## src/rtl/core/irm_pkg.sv

```systemverilog
`timescale 1ns / 1ps
// ----------------------------------------------------------------------------
// irm_pkg
// shared constants and controller/datapath interface types for the
// interval range map
// ----------------------------------------------------------------------------
package irm_pkg;

  localparam int unsigned MaxBoundariesDflt = 32;

  // command codes
  localparam logic CmdAssign = 1'b0;
  localparam logic CmdLookup = 1'b1;

  // result status codes
  localparam logic [1:0] StatusOk    = 2'd0;
  localparam logic [1:0] StatusEmpty = 2'd1;
  localparam logic [1:0] StatusFull  = 2'd2;

  // controller to datapath
  typedef struct packed {
    logic load;
    logic eval1;
    logic push_s;
    logic push_e;
    logic idx_clr;
    logic eval2;
    logic finish;
  } irm_cmd_t;

  // datapath to controller
  typedef struct packed {
    logic in_assign_empty;
    logic is_lookup;
    logic idx_done;
    logic out_full;
  } irm_stat_t;

endpackage

```

## src/rtl/core/irm_ram.sv

```systemverilog
`timescale 1ns / 1ps
// ----------------------------------------------------------------------------
// irm_ram
// generic single write port ram with registered read
// ----------------------------------------------------------------------------
module irm_ram #(
  parameter int unsigned WIDTH = 8,
  parameter int unsigned DEPTH = 32
) (
  input  logic                     clk_i,
  input  logic                     we_i,
  input  logic [$clog2(DEPTH)-1:0] waddr_i,
  input  logic [WIDTH-1:0]         wdata_i,
  input  logic [$clog2(DEPTH)-1:0] raddr_i,
  output logic [WIDTH-1:0]         rdata_o
);

  logic [WIDTH-1:0] mem_q [DEPTH];
  logic [WIDTH-1:0] rdata_q;

  always_ff @(posedge clk_i) begin
    if (we_i) begin
      mem_q[waddr_i] <= wdata_i;
    end
    rdata_q <= mem_q[raddr_i];
  end

  assign rdata_o = rdata_q;

endmodule

```

## src/rtl/core/irm_ctrl.sv

```systemverilog
`timescale 1ns / 1ps
// ----------------------------------------------------------------------------
// irm_ctrl
// sequencer for lookup scan, assign merge passes and result hand-off
// ----------------------------------------------------------------------------
module irm_ctrl (
  input  logic               clk_i,
  input  logic               rst_ni,
  input  logic               in_valid_i,
  output logic               in_stall_o,
  input  irm_pkg::irm_stat_t stat_i,
  output irm_pkg::irm_cmd_t  cmd_o
);
  import irm_pkg::*;

  typedef enum logic [7:0] {
    StIdle = 8'b0000_0001,
    StRd1  = 8'b0000_0010,
    StEv1  = 8'b0000_0100,
    StPs   = 8'b0000_1000,
    StPe   = 8'b0001_0000,
    StRd2  = 8'b0010_0000,
    StEv2  = 8'b0100_0000,
    StFin  = 8'b1000_0000
  } state_e;

  state_e state_q, state_d;

  always_comb begin
    state_d = state_q;
    cmd_o   = '0;
    case (state_q)
      StIdle: begin
        if (in_valid_i) begin
          cmd_o.load = 1'b1;
          state_d = stat_i.in_assign_empty ? StFin : StRd1;
        end
      end
      StRd1: begin
        if (stat_i.idx_done) begin
          state_d = stat_i.is_lookup ? StFin : StPs;
        end else begin
          state_d = StEv1;
        end
      end
      StEv1: begin
        cmd_o.eval1 = 1'b1;
        state_d = StRd1;
      end
      StPs: begin
        cmd_o.push_s = 1'b1;
        state_d = StPe;
      end
      StPe: begin
        cmd_o.push_e  = 1'b1;
        cmd_o.idx_clr = 1'b1;
        state_d = StRd2;
      end
      StRd2: begin
        state_d = stat_i.idx_done ? StFin : StEv2;
      end
      StEv2: begin
        cmd_o.eval2 = 1'b1;
        state_d = StRd2;
      end
      StFin: begin
        if (!stat_i.out_full) begin
          cmd_o.finish = 1'b1;
          state_d = StIdle;
        end
      end
      default: state_d = StIdle;
    endcase
  end

  always_ff @(posedge clk_i or negedge rst_ni) begin
    if (!rst_ni) begin
      state_q <= StIdle;
    end else begin
      state_q <= state_d;
    end
  end

  assign in_stall_o = (state_q != StIdle);

endmodule

```

## src/rtl/core/irm_dp.sv

```systemverilog
`timescale 1ns / 1ps
// ----------------------------------------------------------------------------
// irm_dp
// boundary table banks, scan compare, merge push and output register
// ----------------------------------------------------------------------------
module irm_dp #(
  parameter int unsigned MAX_BOUNDARIES = irm_pkg::MaxBoundariesDflt
) (
  input  logic               clk_i,
  input  logic               rst_ni,
  input  logic               command_i,
  input  logic signed [31:0] key_start_i,
  input  logic signed [31:0] key_stop_i,
  input  logic [7:0]         new_value_i,
  input  logic               cfg_valid_i,
  input  logic [7:0]         cfg_data_i,
  output logic [7:0]         read_value_o,
  output logic [1:0]         status_o,
  output logic               out_valid_o,
  input  logic               out_stall_i,
  input  irm_pkg::irm_cmd_t  cmd_i,
  output irm_pkg::irm_stat_t stat_o
);
  import irm_pkg::*;

  localparam int unsigned AW = $clog2(MAX_BOUNDARIES);
  localparam int unsigned CW = $clog2(MAX_BOUNDARIES + 2);
  localparam logic [CW-1:0] MaxC = CW'(MAX_BOUNDARIES);

  logic               cmd_q;
  logic signed [31:0] ks_q, ke_q;
  logic [7:0]         nv_q, acc_q, prev_q, dflt_q;
  logic               empty_q, bank_q;
  logic [CW-1:0]      scnt_q, idx_q, n_q;
  logic               out_valid_q;
  logic [7:0]         rv_q;
  logic [1:0]         st_q;

  logic [39:0]        rdata0, rdata1, rdata;
  logic signed [31:0] rkey;
  logic [7:0]         rval;
  logic               push_en, do_push, we;
  logic [31:0]        push_k;
  logic [7:0]         push_v;
  logic               commit;

  irm_ram #(.WIDTH(40), .DEPTH(MAX_BOUNDARIES)) u_ram0 (
    .clk_i  (clk_i),
    .we_i   (we && bank_q),
    .waddr_i(scnt_q[AW-1:0]),
    .wdata_i({push_k, push_v}),
    .raddr_i(idx_q[AW-1:0]),
    .rdata_o(rdata0)
  );

  irm_ram #(.WIDTH(40), .DEPTH(MAX_BOUNDARIES)) u_ram1 (
    .clk_i  (clk_i),
    .we_i   (we && !bank_q),
    .waddr_i(scnt_q[AW-1:0]),
    .wdata_i({push_k, push_v}),
    .raddr_i(idx_q[AW-1:0]),
    .rdata_o(rdata1)
  );

  assign rdata = bank_q ? rdata1 : rdata0;
  assign rkey  = $signed(rdata[39:8]);
  assign rval  = rdata[7:0];

  // merge push into the idle bank, equal neighbours dropped
  always_comb begin
    push_en = 1'b0;
    push_k  = rkey;
    push_v  = rval;
    if (cmd_i.eval1 && (cmd_q == CmdAssign) && (rkey < ks_q)) begin
      push_en = 1'b1;
    end
    if (cmd_i.eval2 && (rkey > ke_q)) begin
      push_en = 1'b1;
    end
    if (cmd_i.push_s) begin
      push_en = 1'b1;
      push_k  = ks_q;
      push_v  = nv_q;
    end
    if (cmd_i.push_e) begin
      push_en = 1'b1;
      push_k  = ke_q;
      push_v  = acc_q;
    end
  end

  assign do_push = push_en && (push_v != prev_q);
  assign we      = do_push && (scnt_q < MaxC);
  assign commit  = cmd_i.finish && (cmd_q == CmdAssign) && !empty_q && (scnt_q <= MaxC);

  always_ff @(posedge clk_i) begin
    if (cmd_i.load) begin
      cmd_q <= command_i;
      ks_q  <= key_start_i;
      ke_q  <= key_stop_i;
      nv_q  <= new_value_i;
    end
    if (cmd_i.finish) begin
      rv_q <= (cmd_q == CmdLookup) ? acc_q : 8'd0;
      if (cmd_q == CmdLookup) begin
        st_q <= StatusOk;
      end else if (empty_q) begin
        st_q <= StatusEmpty;
      end else if (scnt_q > MaxC) begin
        st_q <= StatusFull;
      end else begin
        st_q <= StatusOk;
      end
    end
  end

  always_ff @(posedge clk_i or negedge rst_ni) begin
    if (!rst_ni) begin
      empty_q     <= 1'b0;
      acc_q       <= '0;
      prev_q      <= '0;
      scnt_q      <= '0;
      idx_q       <= '0;
      n_q         <= '0;
      bank_q      <= 1'b0;
      dflt_q      <= '0;
      out_valid_q <= 1'b0;
    end else begin
      if (cfg_valid_i) begin
        dflt_q <= cfg_data_i;
      end
      if (cmd_i.load) begin
        empty_q <= !(key_start_i < key_stop_i);
        acc_q   <= dflt_q;
        prev_q  <= dflt_q;
        scnt_q  <= '0;
        idx_q   <= '0;
      end else begin
        if (cmd_i.eval1) begin
          if (rkey <= ((cmd_q == CmdLookup) ? ks_q : ke_q)) begin
            acc_q <= rval;
          end
        end
        if (cmd_i.eval1 || cmd_i.eval2) begin
          idx_q <= idx_q + 1'b1;
        end
        if (cmd_i.idx_clr) begin
          idx_q <= '0;
        end
        if (do_push) begin
          prev_q <= push_v;
          if (scnt_q <= MaxC) begin
            scnt_q <= scnt_q + 1'b1;
          end
        end
      end
      if (commit) begin
        bank_q <= !bank_q;
        n_q    <= scnt_q;
      end
      if (cmd_i.finish) begin
        out_valid_q <= 1'b1;
      end else if (out_valid_q && !out_stall_i) begin
        out_valid_q <= 1'b0;
      end
    end
  end

  assign stat_o.in_assign_empty = (command_i == CmdAssign) && !(key_start_i < key_stop_i);
  assign stat_o.is_lookup       = (cmd_q == CmdLookup);
  assign stat_o.idx_done        = (idx_q >= n_q);
  assign stat_o.out_full        = out_valid_q;

  assign out_valid_o  = out_valid_q;
  assign read_value_o = rv_q;
  assign status_o     = st_q;

endmodule

```

## src/rtl/core/interval_range_map.sv

```systemverilog
`timescale 1ns / 1ps
// ----------------------------------------------------------------------------
// interval_range_map
// piecewise constant map of signed 32-bit keys to 8-bit values
// ----------------------------------------------------------------------------
// a word is scanned against the stored boundaries in one read/compare step per
//   table entry on the single ram read port; an assign adds a merge pass and
//   an empty assign skips both passes
// one word at a time: the input is held until the result is loaded into the
//   output register, longer while an earlier result still waits there
// reset: boundary count cleared, default value 0; table rams are not cleared
module interval_range_map #(
  parameter int unsigned MAX_BOUNDARIES = irm_pkg::MaxBoundariesDflt
) (
  input  logic        clk_i,
  input  logic        rst_ni,
  // input words
  input  logic        in_valid_i,
  output logic        in_stall_o,
  input  logic        command_i,
  input  logic signed [31:0] key_start_i,
  input  logic signed [31:0] key_stop_i,
  input  logic [7:0]  new_value_i,
  // result words
  output logic        out_valid_o,
  input  logic        out_stall_i,
  output logic [7:0]  read_value_o,
  output logic [1:0]  status_o,
  // default value register
  input  logic        cfg_valid_i,
  output logic        cfg_ready_o,
  input  logic [7:0]  cfg_data_i
);
  import irm_pkg::*;

  irm_cmd_t  cmd;
  irm_stat_t stat;

  // register always writable
  assign cfg_ready_o = 1'b1;

  // sequencer: idle, scan pass, interval pushes, tail pass, hand-off
  irm_ctrl u_ctrl (
    .clk_i     (clk_i),
    .rst_ni    (rst_ni),
    .in_valid_i(in_valid_i),
    .in_stall_o(in_stall_o),
    .stat_i    (stat),
    .cmd_o     (cmd)
  );

  // two table banks: live one read, the other rebuilt, swapped on commit
  irm_dp #(.MAX_BOUNDARIES(MAX_BOUNDARIES)) u_dp (
    .clk_i       (clk_i),
    .rst_ni      (rst_ni),
    .command_i   (command_i),
    .key_start_i (key_start_i),
    .key_stop_i  (key_stop_i),
    .new_value_i (new_value_i),
    .cfg_valid_i (cfg_valid_i),
    .cfg_data_i  (cfg_data_i),
    .read_value_o(read_value_o),
    .status_o    (status_o),
    .out_valid_o (out_valid_o),
    .out_stall_i (out_stall_i),
    .cmd_i       (cmd),
    .stat_o      (stat)
  );

`ifndef SYNTH
  // busy right after taking a word
  a_busy_after_accept: assert property (@(posedge clk_i) disable iff (!rst_ni)
    (in_valid_i && !in_stall_o) |=> in_stall_o)
    else $error("accepted word did not make block busy");

  // result only loaded into a free output register
  a_finish_free: assert property (@(posedge clk_i) disable iff (!rst_ni)
    cmd.finish |-> !out_valid_o)
    else $error("result overwrote pending word");

  // each compare step waits for a fresh ram read
  a_eval_spacing: assert property (@(posedge clk_i) disable iff (!rst_ni)
    (cmd.eval1 || cmd.eval2) |=> !(cmd.eval1 || cmd.eval2))
    else $error("back to back compare steps");
`endif

endmodule

```

## config.mk

```make
export PLATFORM = sky130hd
export DESIGN_NAME = interval_range_map
export DESIGN_NICKNAME = d
export VERILOG_FILES = /design/src/rtl/core/irm_pkg.sv /design/src/rtl/core/irm_ram.sv /design/src/rtl/core/irm_ctrl.sv /design/src/rtl/core/irm_dp.sv /design/src/rtl/core/interval_range_map.sv
export SDC_FILE = /design/constraint.sdc
export NUM_CORES = 2
export LEC_CHECK = 0
export BUFFER_PORTS_ARGS = -buffer_cell sky130_fd_sc_hd__buf_4
export CAP_MARGIN = 20
export CELL_PAD_IN_SITES_DETAIL_PLACEMENT = 0
export CELL_PAD_IN_SITES_GLOBAL_PLACEMENT = 1
export CORE_MARGIN = 2
export CORE_UTILIZATION = 49
export CTS_BUF_LIST = sky130_fd_sc_hd__clkbuf_16
export CTS_CLUSTER_SIZE = 20
export DETAILED_ROUTE_END_ITERATION = 12
export PLACE_DENSITY = 0.69
export SLEW_MARGIN = 15
export SYNTH_ARGS = -nofsm -noshare
export SYNTH_HDL_FRONTEND = slang
export SYNTH_SLANG_ARGS = --single-unit
export TNS_END_PERCENT = 30
```

## constraint.sdc

```tcl
create_clock -name clk_i -period 7.6 [get_ports clk_i]
set_input_delay 1.14 -clock clk_i [delete_from_list [all_inputs] [get_ports clk_i]]
set_output_delay 1.14 -clock clk_i [all_outputs]
set_load 0.02 [all_outputs]
```

# ---- After elaboration in Yosys (flattened, before gate mapping)
# Memory sizes are Yosys's and may differ from the RTL's. A register that Yosys moved wholly into a read port is not among the register bits.
# Cells that the tools add are included.
dict set report classes {
  muxes 44
  bitwise 2
  n_eq_ne 12
  magnitude_cmp 8
  reduce_logical 28
  addsub 2
}
# op n
set ops {}
lappend ops {{2-to-1 mux 8 bit} 13}
lappend ops {{2-to-1 mux 32 bit} 3}
lappend ops {{< comparator 32 bit} 2}
lappend ops {{one-hot mux 8 bit (7 select lines)} 1}
lappend ops {{2-to-1 mux 40 bit} 1}
lappend ops {{2-to-1 mux 6 bit} 6}
lappend ops {{greater-than comparator 32 bit} 1}
lappend ops {{<= comparator 32 bit} 1}
lappend ops {{2-to-1 mux 1 bit} 18}
lappend ops {{adder 6 x 1 -> 6 bit (second input constant)} 2}
lappend ops {{logical AND 1 bit} 12}
lappend ops {{nonzero test 2 bit} 5}
lappend ops {{== test 8 x 1 -> 1 bit (second input constant)} 1}
lappend ops {{== test 8 x 2 -> 1 bit (second input constant)} 1}
lappend ops {{== test 8 x 3 -> 1 bit (second input constant)} 1}
lappend ops {{== test 8 x 4 -> 1 bit (second input constant)} 1}
lappend ops {{== test 8 x 5 -> 1 bit (second input constant)} 1}
lappend ops {{== test 8 x 6 -> 1 bit (second input constant)} 1}
lappend ops {{== test 8 x 7 -> 1 bit (second input constant)} 1}
lappend ops {{== test 8 bit (second input constant)} 1}
lappend ops {{!= test 8 x 1 -> 1 bit (second input constant)} 1}
lappend ops {{!= test 8 bit} 1}
lappend ops {{greater-or-equal comparator 6 bit} 1}
lappend ops {{greater-than comparator 6 bit (second input constant)} 1}
lappend ops {{other kinds (10)} 19}
dict set report word_totals {
  out_inout_bits 13
  ram_bits 2560
  inputBits 86
  mem_count 2
  register_bits 136
  wordCells 115
}
# memory depth word_bits read_ports rd_clocked_by_memory_dff write_ports line
set mem_list {}
lappend mem_list {u_dp.u_ram0.mem_q 32 40 1 1 1 irm_ram.sv:18} ;# logic [WIDTH-1:0] mem_q [DEPTH];
lappend mem_list {u_dp.u_ram1.mem_q 32 40 1 1 1 irm_ram.sv:18}

# ---- Logic depth before layout (Yosys ltp)
dict set report depth {
  depth_word 13
  ltp_mapped 17
  ltp_nobuf 12
}

# ---- Hierarchy
# Synthesis repeated with hierarchy kept, for this count alone.
dict set report hier_totals {
  hier_cells 6677
  area_unflattened_um2 111495.7
}
# mod seq_area_each_um2 n_inst area_per_inst_um2 cells_per_inst
set by_module_without_submodules {}
lappend by_module_without_submodules {irm_ram 39237.6 2 50564.7 2813}
lappend by_module_without_submodules {irm_dp 3618.5 1 9829.4 991}
lappend by_module_without_submodules {irm_ctrl 201.4 1 525.5 58}
lappend by_module_without_submodules {interval_range_map 0.0 1 11.3 2}

# ---- Least setup slack after synthesis
# No wires, ideal clock.
dict set report synth_timing {
  path_kind {reg-to-reg}
  from {reg u_dp.bank_q}
  to {mem u_dp.u_ram1.mem_q[27][0], enable pin}
  path_buffers 5
  slack_ns 0.729
  required_ns 7.105
  setup_time_ns 0.495
  arrival_ns 6.375
  path_stages_with_launch 17
  synth_period_minus_slack_ns 6.871
  path_cell_list {dfrtp_1 buf_2 buf_1 buf_1 mux2_2 ha_1 nand4_1 nor3_1 o211ai_1 o211a_1 o21ai_0 mux2_2 a21oi_1 or2_1 buf_2 buf_6 nor3b_1}
}
dict set report synth_between {
  elab_chain_len 12
  elab_cells_between_ends 18
  cone_classes {2 x order compare; 1 x eq/ne; 9 x mux; 6 x reduce/logical}
}
# element line
set synth_lines {}
lappend synth_lines {{from (decl)} irm_dp.sv:33} ;# logic empty_q, bank_q;
lappend synth_lines {{from (signal assigned)} irm_dp.sv:158} ;# bank_q <= !bank_q;
lappend synth_lines {{2-to-1 mux 40 bit} irm_dp.sv:65} ;# assign rdata = bank_q ? rdata1 : rdata0;
lappend synth_lines {{< comparator 32 bit} irm_dp.sv:74} ;# if (cmd_i.eval1 && (cmd_q == CmdAssign) && (rkey < ks_q)) begin
lappend synth_lines {{logical AND 1 bit} irm_dp.sv:74}
lappend synth_lines {{2-to-1 mux 1 bit} irm_dp.sv:74}
lappend synth_lines {{2-to-1 mux 1 bit} irm_dp.sv:77} ;# if (cmd_i.eval2 && (rkey > ke_q)) begin
lappend synth_lines {{2-to-1 mux 1 bit} irm_dp.sv:80} ;# if (cmd_i.push_s) begin
lappend synth_lines {{2-to-1 mux 1 bit} irm_dp.sv:85} ;# if (cmd_i.push_e) begin
lappend synth_lines {{logical AND 1 bit} irm_dp.sv:92} ;# assign do_push = push_en && (push_v != prev_q);
lappend synth_lines {{logical AND 1 bit} irm_dp.sv:93} ;# assign we = do_push && (scnt_q < MaxC);
lappend synth_lines {{logical AND 1 bit (*)} irm_dp.sv:58} ;# .we_i (we && !bank_q),
lappend synth_lines {{2-to-1 mux 1 bit (*)} irm_ram.sv:22} ;# if (we_i) begin
lappend synth_lines {{2-to-1 mux 1 bit (not written as such) (*)} irm_ram.sv:23} ;# mem_q[waddr_i] <= wdata_i;
lappend synth_lines {{to (decl)} irm_ram.sv:18}
# Every way passes the cells marked *; elsewhere a longest branch is shown, timed or not.

# ---- Worst setup path in the final report
dict set report layout_timing {
  from {reg u_dp.bank_q}
  to {mem u_dp.u_ram0.mem_q[28][18], enable pin}
}
dict set report layout_between {
  elab_chain_len 12
  elab_cells_between_ends 17
  cone_classes {2 x order compare; 1 x eq/ne; 9 x mux; 5 x reduce/logical}
}
# element line
set layout_lines {}
lappend layout_lines {{2-to-1 mux 40 bit} irm_dp.sv:65}
lappend layout_lines {{< comparator 32 bit} irm_dp.sv:74}
lappend layout_lines {{logical AND 1 bit} irm_dp.sv:74}
lappend layout_lines {{2-to-1 mux 1 bit} irm_dp.sv:74}
lappend layout_lines {{2-to-1 mux 1 bit} irm_dp.sv:77}
lappend layout_lines {{2-to-1 mux 1 bit} irm_dp.sv:80}
lappend layout_lines {{2-to-1 mux 1 bit} irm_dp.sv:85}
lappend layout_lines {{logical AND 1 bit} irm_dp.sv:92}
lappend layout_lines {{logical AND 1 bit} irm_dp.sv:93}
lappend layout_lines {{logical AND 1 bit (*)} irm_dp.sv:49} ;# .we_i (we && bank_q),
lappend layout_lines {{2-to-1 mux 1 bit (*)} irm_ram.sv:22}
lappend layout_lines {{2-to-1 mux 1 bit (not written as such) (*)} irm_ram.sv:23}
lappend layout_lines {{to (decl)} irm_ram.sv:18}
# Marks and branches as above.

==> flow_metrics.env <==
export IMPL_grt_max_degree=126
export IMPL_grt_pass1_vias=51150
export IMPL_dp_hpwl_um=171700
export IMPL_cts_path_max_buffers=4
export IMPL_clock_sinks=2776
export IMPL_clock_skew_ps=54.21
export IMPL_antenna_found_initial=44
export IMPL_num_rows=172
export IMPL_cp_slowest_cell="dfrtp_2"
export IMPL_cp_end_kind="register"
export IMPL_drcViolationCount=0
export IMPL_clock_insertion_delay_worst_skew_ps=950
export IMPL_drv_cap=0
export IMPL_period_share=0.8645
export IMPL_path_cells="buf_4 -> mux2_2 -> ha_1 -> nand4_1 -> nor3_1 -> nand3_1 -> o21ai_0 -> mux2_2 -> a21oi_1 -> or2_1 -> nand3_2 -> nor2_4 -> buf_4"
export IMPL_critPathTopFamily="simple AND/OR/NAND/NOR gates"
export IMPL_slew_violations=0
export IMPL_rsz0062_at_grt="false"
export IMPL_hold_viol_final=0
export IMPL_grt_pass1_wl_um=399600
export IMPL_yosysUniqueCellTypes=62
export IMPL_io_pins=99
export IMPL_grt_usage=0.2540
export IMPL_synth_nets=5004
export IMPL_drt_iter0_drc=7262
export IMPL_yosysSeqAreaShare=0.7581
export IMPL_r2r_end="u_dp.u_ram0.mem_q[28][18]"
export IMPL_p_leak_nw=39.11
export IMPL_fin_tns_setup_ps=0
export IMPL_nFillCells=16049
export IMPL_synth_edf_count=2643
export IMPL_cts_reportedPaths_clkPinSlew_ps=60
export IMPL_worst_path_buf_inv=2
export IMPL_reg2reg_depth=13
export IMPL_ys_seq_elements=2776
export IMPL_r2r_start="u_dp.bank_q"
export IMPL_avgSynthCellArea_um2=22.71
export IMPL_drt_total_wl_um=283000
export IMPL_finalSetupViolations=0
export IMPL_hold_path_class="input port to async pin"
export IMPL_htree_levels=5
export IMPL_netlist_instances=4781
export IMPL_start_kind="register"
export IMPL_drive_gt1_frac=0.3212
export IMPL_die_height_um=474.7
export IMPL_p_per_area_nw_per_um2=285.4
export IMPL_area_growth_pct=14.24
export IMPL_ys_async_sr_fraction=0.01909
export IMPL_syn_area_um2=108600
export IMPL_vias=51780
export IMPL_outcome="completed"
export IMPL_total_power_mw=35.39
export IMPL_worst_ep_arrival_time_ps=7100
export IMPL_portBuffers=97
export IMPL_final_nets=5342
export IMPL_die_w_um=474.7
export IMPL_reg2reg_setup_slack_ps=1030
export IMPL_ant_nets=0
export IMPL_wl_per_cell_um=34.04
export IMPL_cts_root_buf="clkbuf_16"
export IMPL_fmax_ghz=0.1522
export IMPL_cts_made_buffers=299
export IMPL_fin_util=0.5638
export IMPL_fp_coreArea_um2=219900
export IMPL_routed_via_density=6.227
export IMPL_tightest_slew_ps=1142
export IMPL_postCtsSetupRepairBufs=0
export IMPL_ctsHoldBuffers=0
export IMPL_slew_headroom=0.2361
export IMPL_yosys_warnings=0
export IMPL_crit_type="register to register"
export IMPL_grt_overflow=0
export IMPL_slowest_delay_ps=860
export IMPL_cts_tree="yes"
export IMPL_cts_resized=0
export IMPL_ys_flop_type="edfxtp_1"
export IMPL_start_util=0.4936
export IMPL_peakVddDrop_mv=0.2122
export IMPL_cp_max_fo=40
export IMPL_required_ps=8130
export IMPL_min_period_ps=6570
export IMPL_firstDrtPassIters=6
export IMPL_gp_congestion=0.8334
export IMPL_die_area_um2=225300
==> layout by cell type, fill, tap and decap left out, drive strengths merged, types with 26 or more instances in the layout <==
cell type / instances
a21oi: 41
clkinv: 124
dfrtp: 52
mux4: 800
ha: 137
clkbuf: 306
dfxtp: 80
edfxtp: 2643
mux2: 134
mux2i: 80
nand2: 77
inv: 172
a21o: 26
o21ai: 76
buf: 263
nor2: 91
==> metrics by stage <==
stage	instances	hold slack (ps)	cell area, um2	setup slack, ps
3_5_place_dp	7776	485.6	114700	1191
3_3_place_gp	7776	466.1	114700	1229
5_1_grt	8304	336.2	124000	885.5
6_report	8315	283.2	124000	1030
4_1_cts	8298	266.7	124000	1147
2_1_floorplan	4781	449.8	108600	729.4
==> area by class of cell <==
class | count | area (um2) | area share
well taps | 2958 | 3701 | 0.02984
diodes | 17 | 42.54 | 0.0003430
multi-input cells | 1671 | 25910 | 0.2089
clock inverters | 216 | 1593 | 0.01284
clock buffers | 306 | 7657 | 0.06175
inverters | 108 | 406.6 | 0.003279
repair buffers | 263 | 2387 | 0.01925
flip-flops and latches | 2776 | 82320 | 0.6638
==> flip-flops by register name, indices dropped and copies added (netlist names), 32 cells and up <==
register             count
u_dp.u_ram0.rdata_o     40
u_dp.u_ram0.mem_q     1280
u_dp.ks_q               32
u_dp.u_ram1.mem_q     1280
u_dp.u_ram1.rdata_o     40
u_dp.ke_q               32
==> metal layers <==
layer | global-route usage | vias to the layer above | routed length (um)
met5 | 0 | - | 55
met2 | 0.3873 | 2521 | 132800
met4 | 0.07287 | 8 | 7702
met1 | 0.3828 | 27940 | 118400
li1 | - | 20905 | -
met3 | 0.04128 | 406 | 24130
==> power breakdown <==
part           switching [mW]  internal, mW  total, mW
sequential              0.237          18.0       18.2
clock                    5.75          8.08       13.8
combinational            2.48         0.861       3.34
==> logic make-up after synthesis <==
kind of cell             synth area share
flip-flops                         0.7581
multiplexers                       0.1873
buffers and inverters             0.01189
AND/OR/NAND/NOR                   0.01408
AO/OA/AOI/OAI                     0.01100
adder cells (fa/ha/maj)           0.01579
XOR/XNOR                         0.001856
other                          0.00003454
==> worst reg2reg max path, cell delays in order (launching register included) <==
cell and delay [ps]:
dfrtp_2 860, buf_4 400, mux2_2 430, ha_1 310, nand4_1 80, nor3_1 360, nand3_1 120, o21ai_0 290
mux2_2 380, a21oi_1 540, or2_1 820, nand3_2 700, nor2_4 230, buf_4 600
==> how the worst max path moves through the flow <==
stage                            from                         to  slack (ps)  cells after the start
after floorplan           u_dp.bank_q   u_dp.u_ram1.mem_q[27][0]         730                     16
after global placement    u_dp.bank_q   u_dp.u_ram0.mem_q[1][35]        1230                     13
after detailed placement  u_dp.bank_q   u_dp.u_ram0.mem_q[1][37]        1190                     13
after CTS                 u_dp.bank_q   u_dp.u_ram0.mem_q[13][2]        1150                     13
after global routing      u_dp.bank_q  u_dp.u_ram0.mem_q[28][30]         890                     13
final                     u_dp.bank_q  u_dp.u_ram0.mem_q[28][18]        1030                     13
==> synth_stat cells, types with 41 or more instances <==
cell type  count  area share
mux4_2       800        0.17
dfxtp_1       80       0.015
nor2_1        90      0.0031
mux2_2       134       0.014
buf_1         48      0.0017
dfrtp_1       52       0.012
clkbuf_1     170      0.0059
inv_1        108      0.0037
mux2i_1       80      0.0074
ha_1         137       0.016
edfxtp_1    2643        0.73
a21oi_1       41      0.0019
nand2_1       77      0.0027
o21ai_0       74      0.0034
No activity file was read; power rests on OpenSTA's default activity.
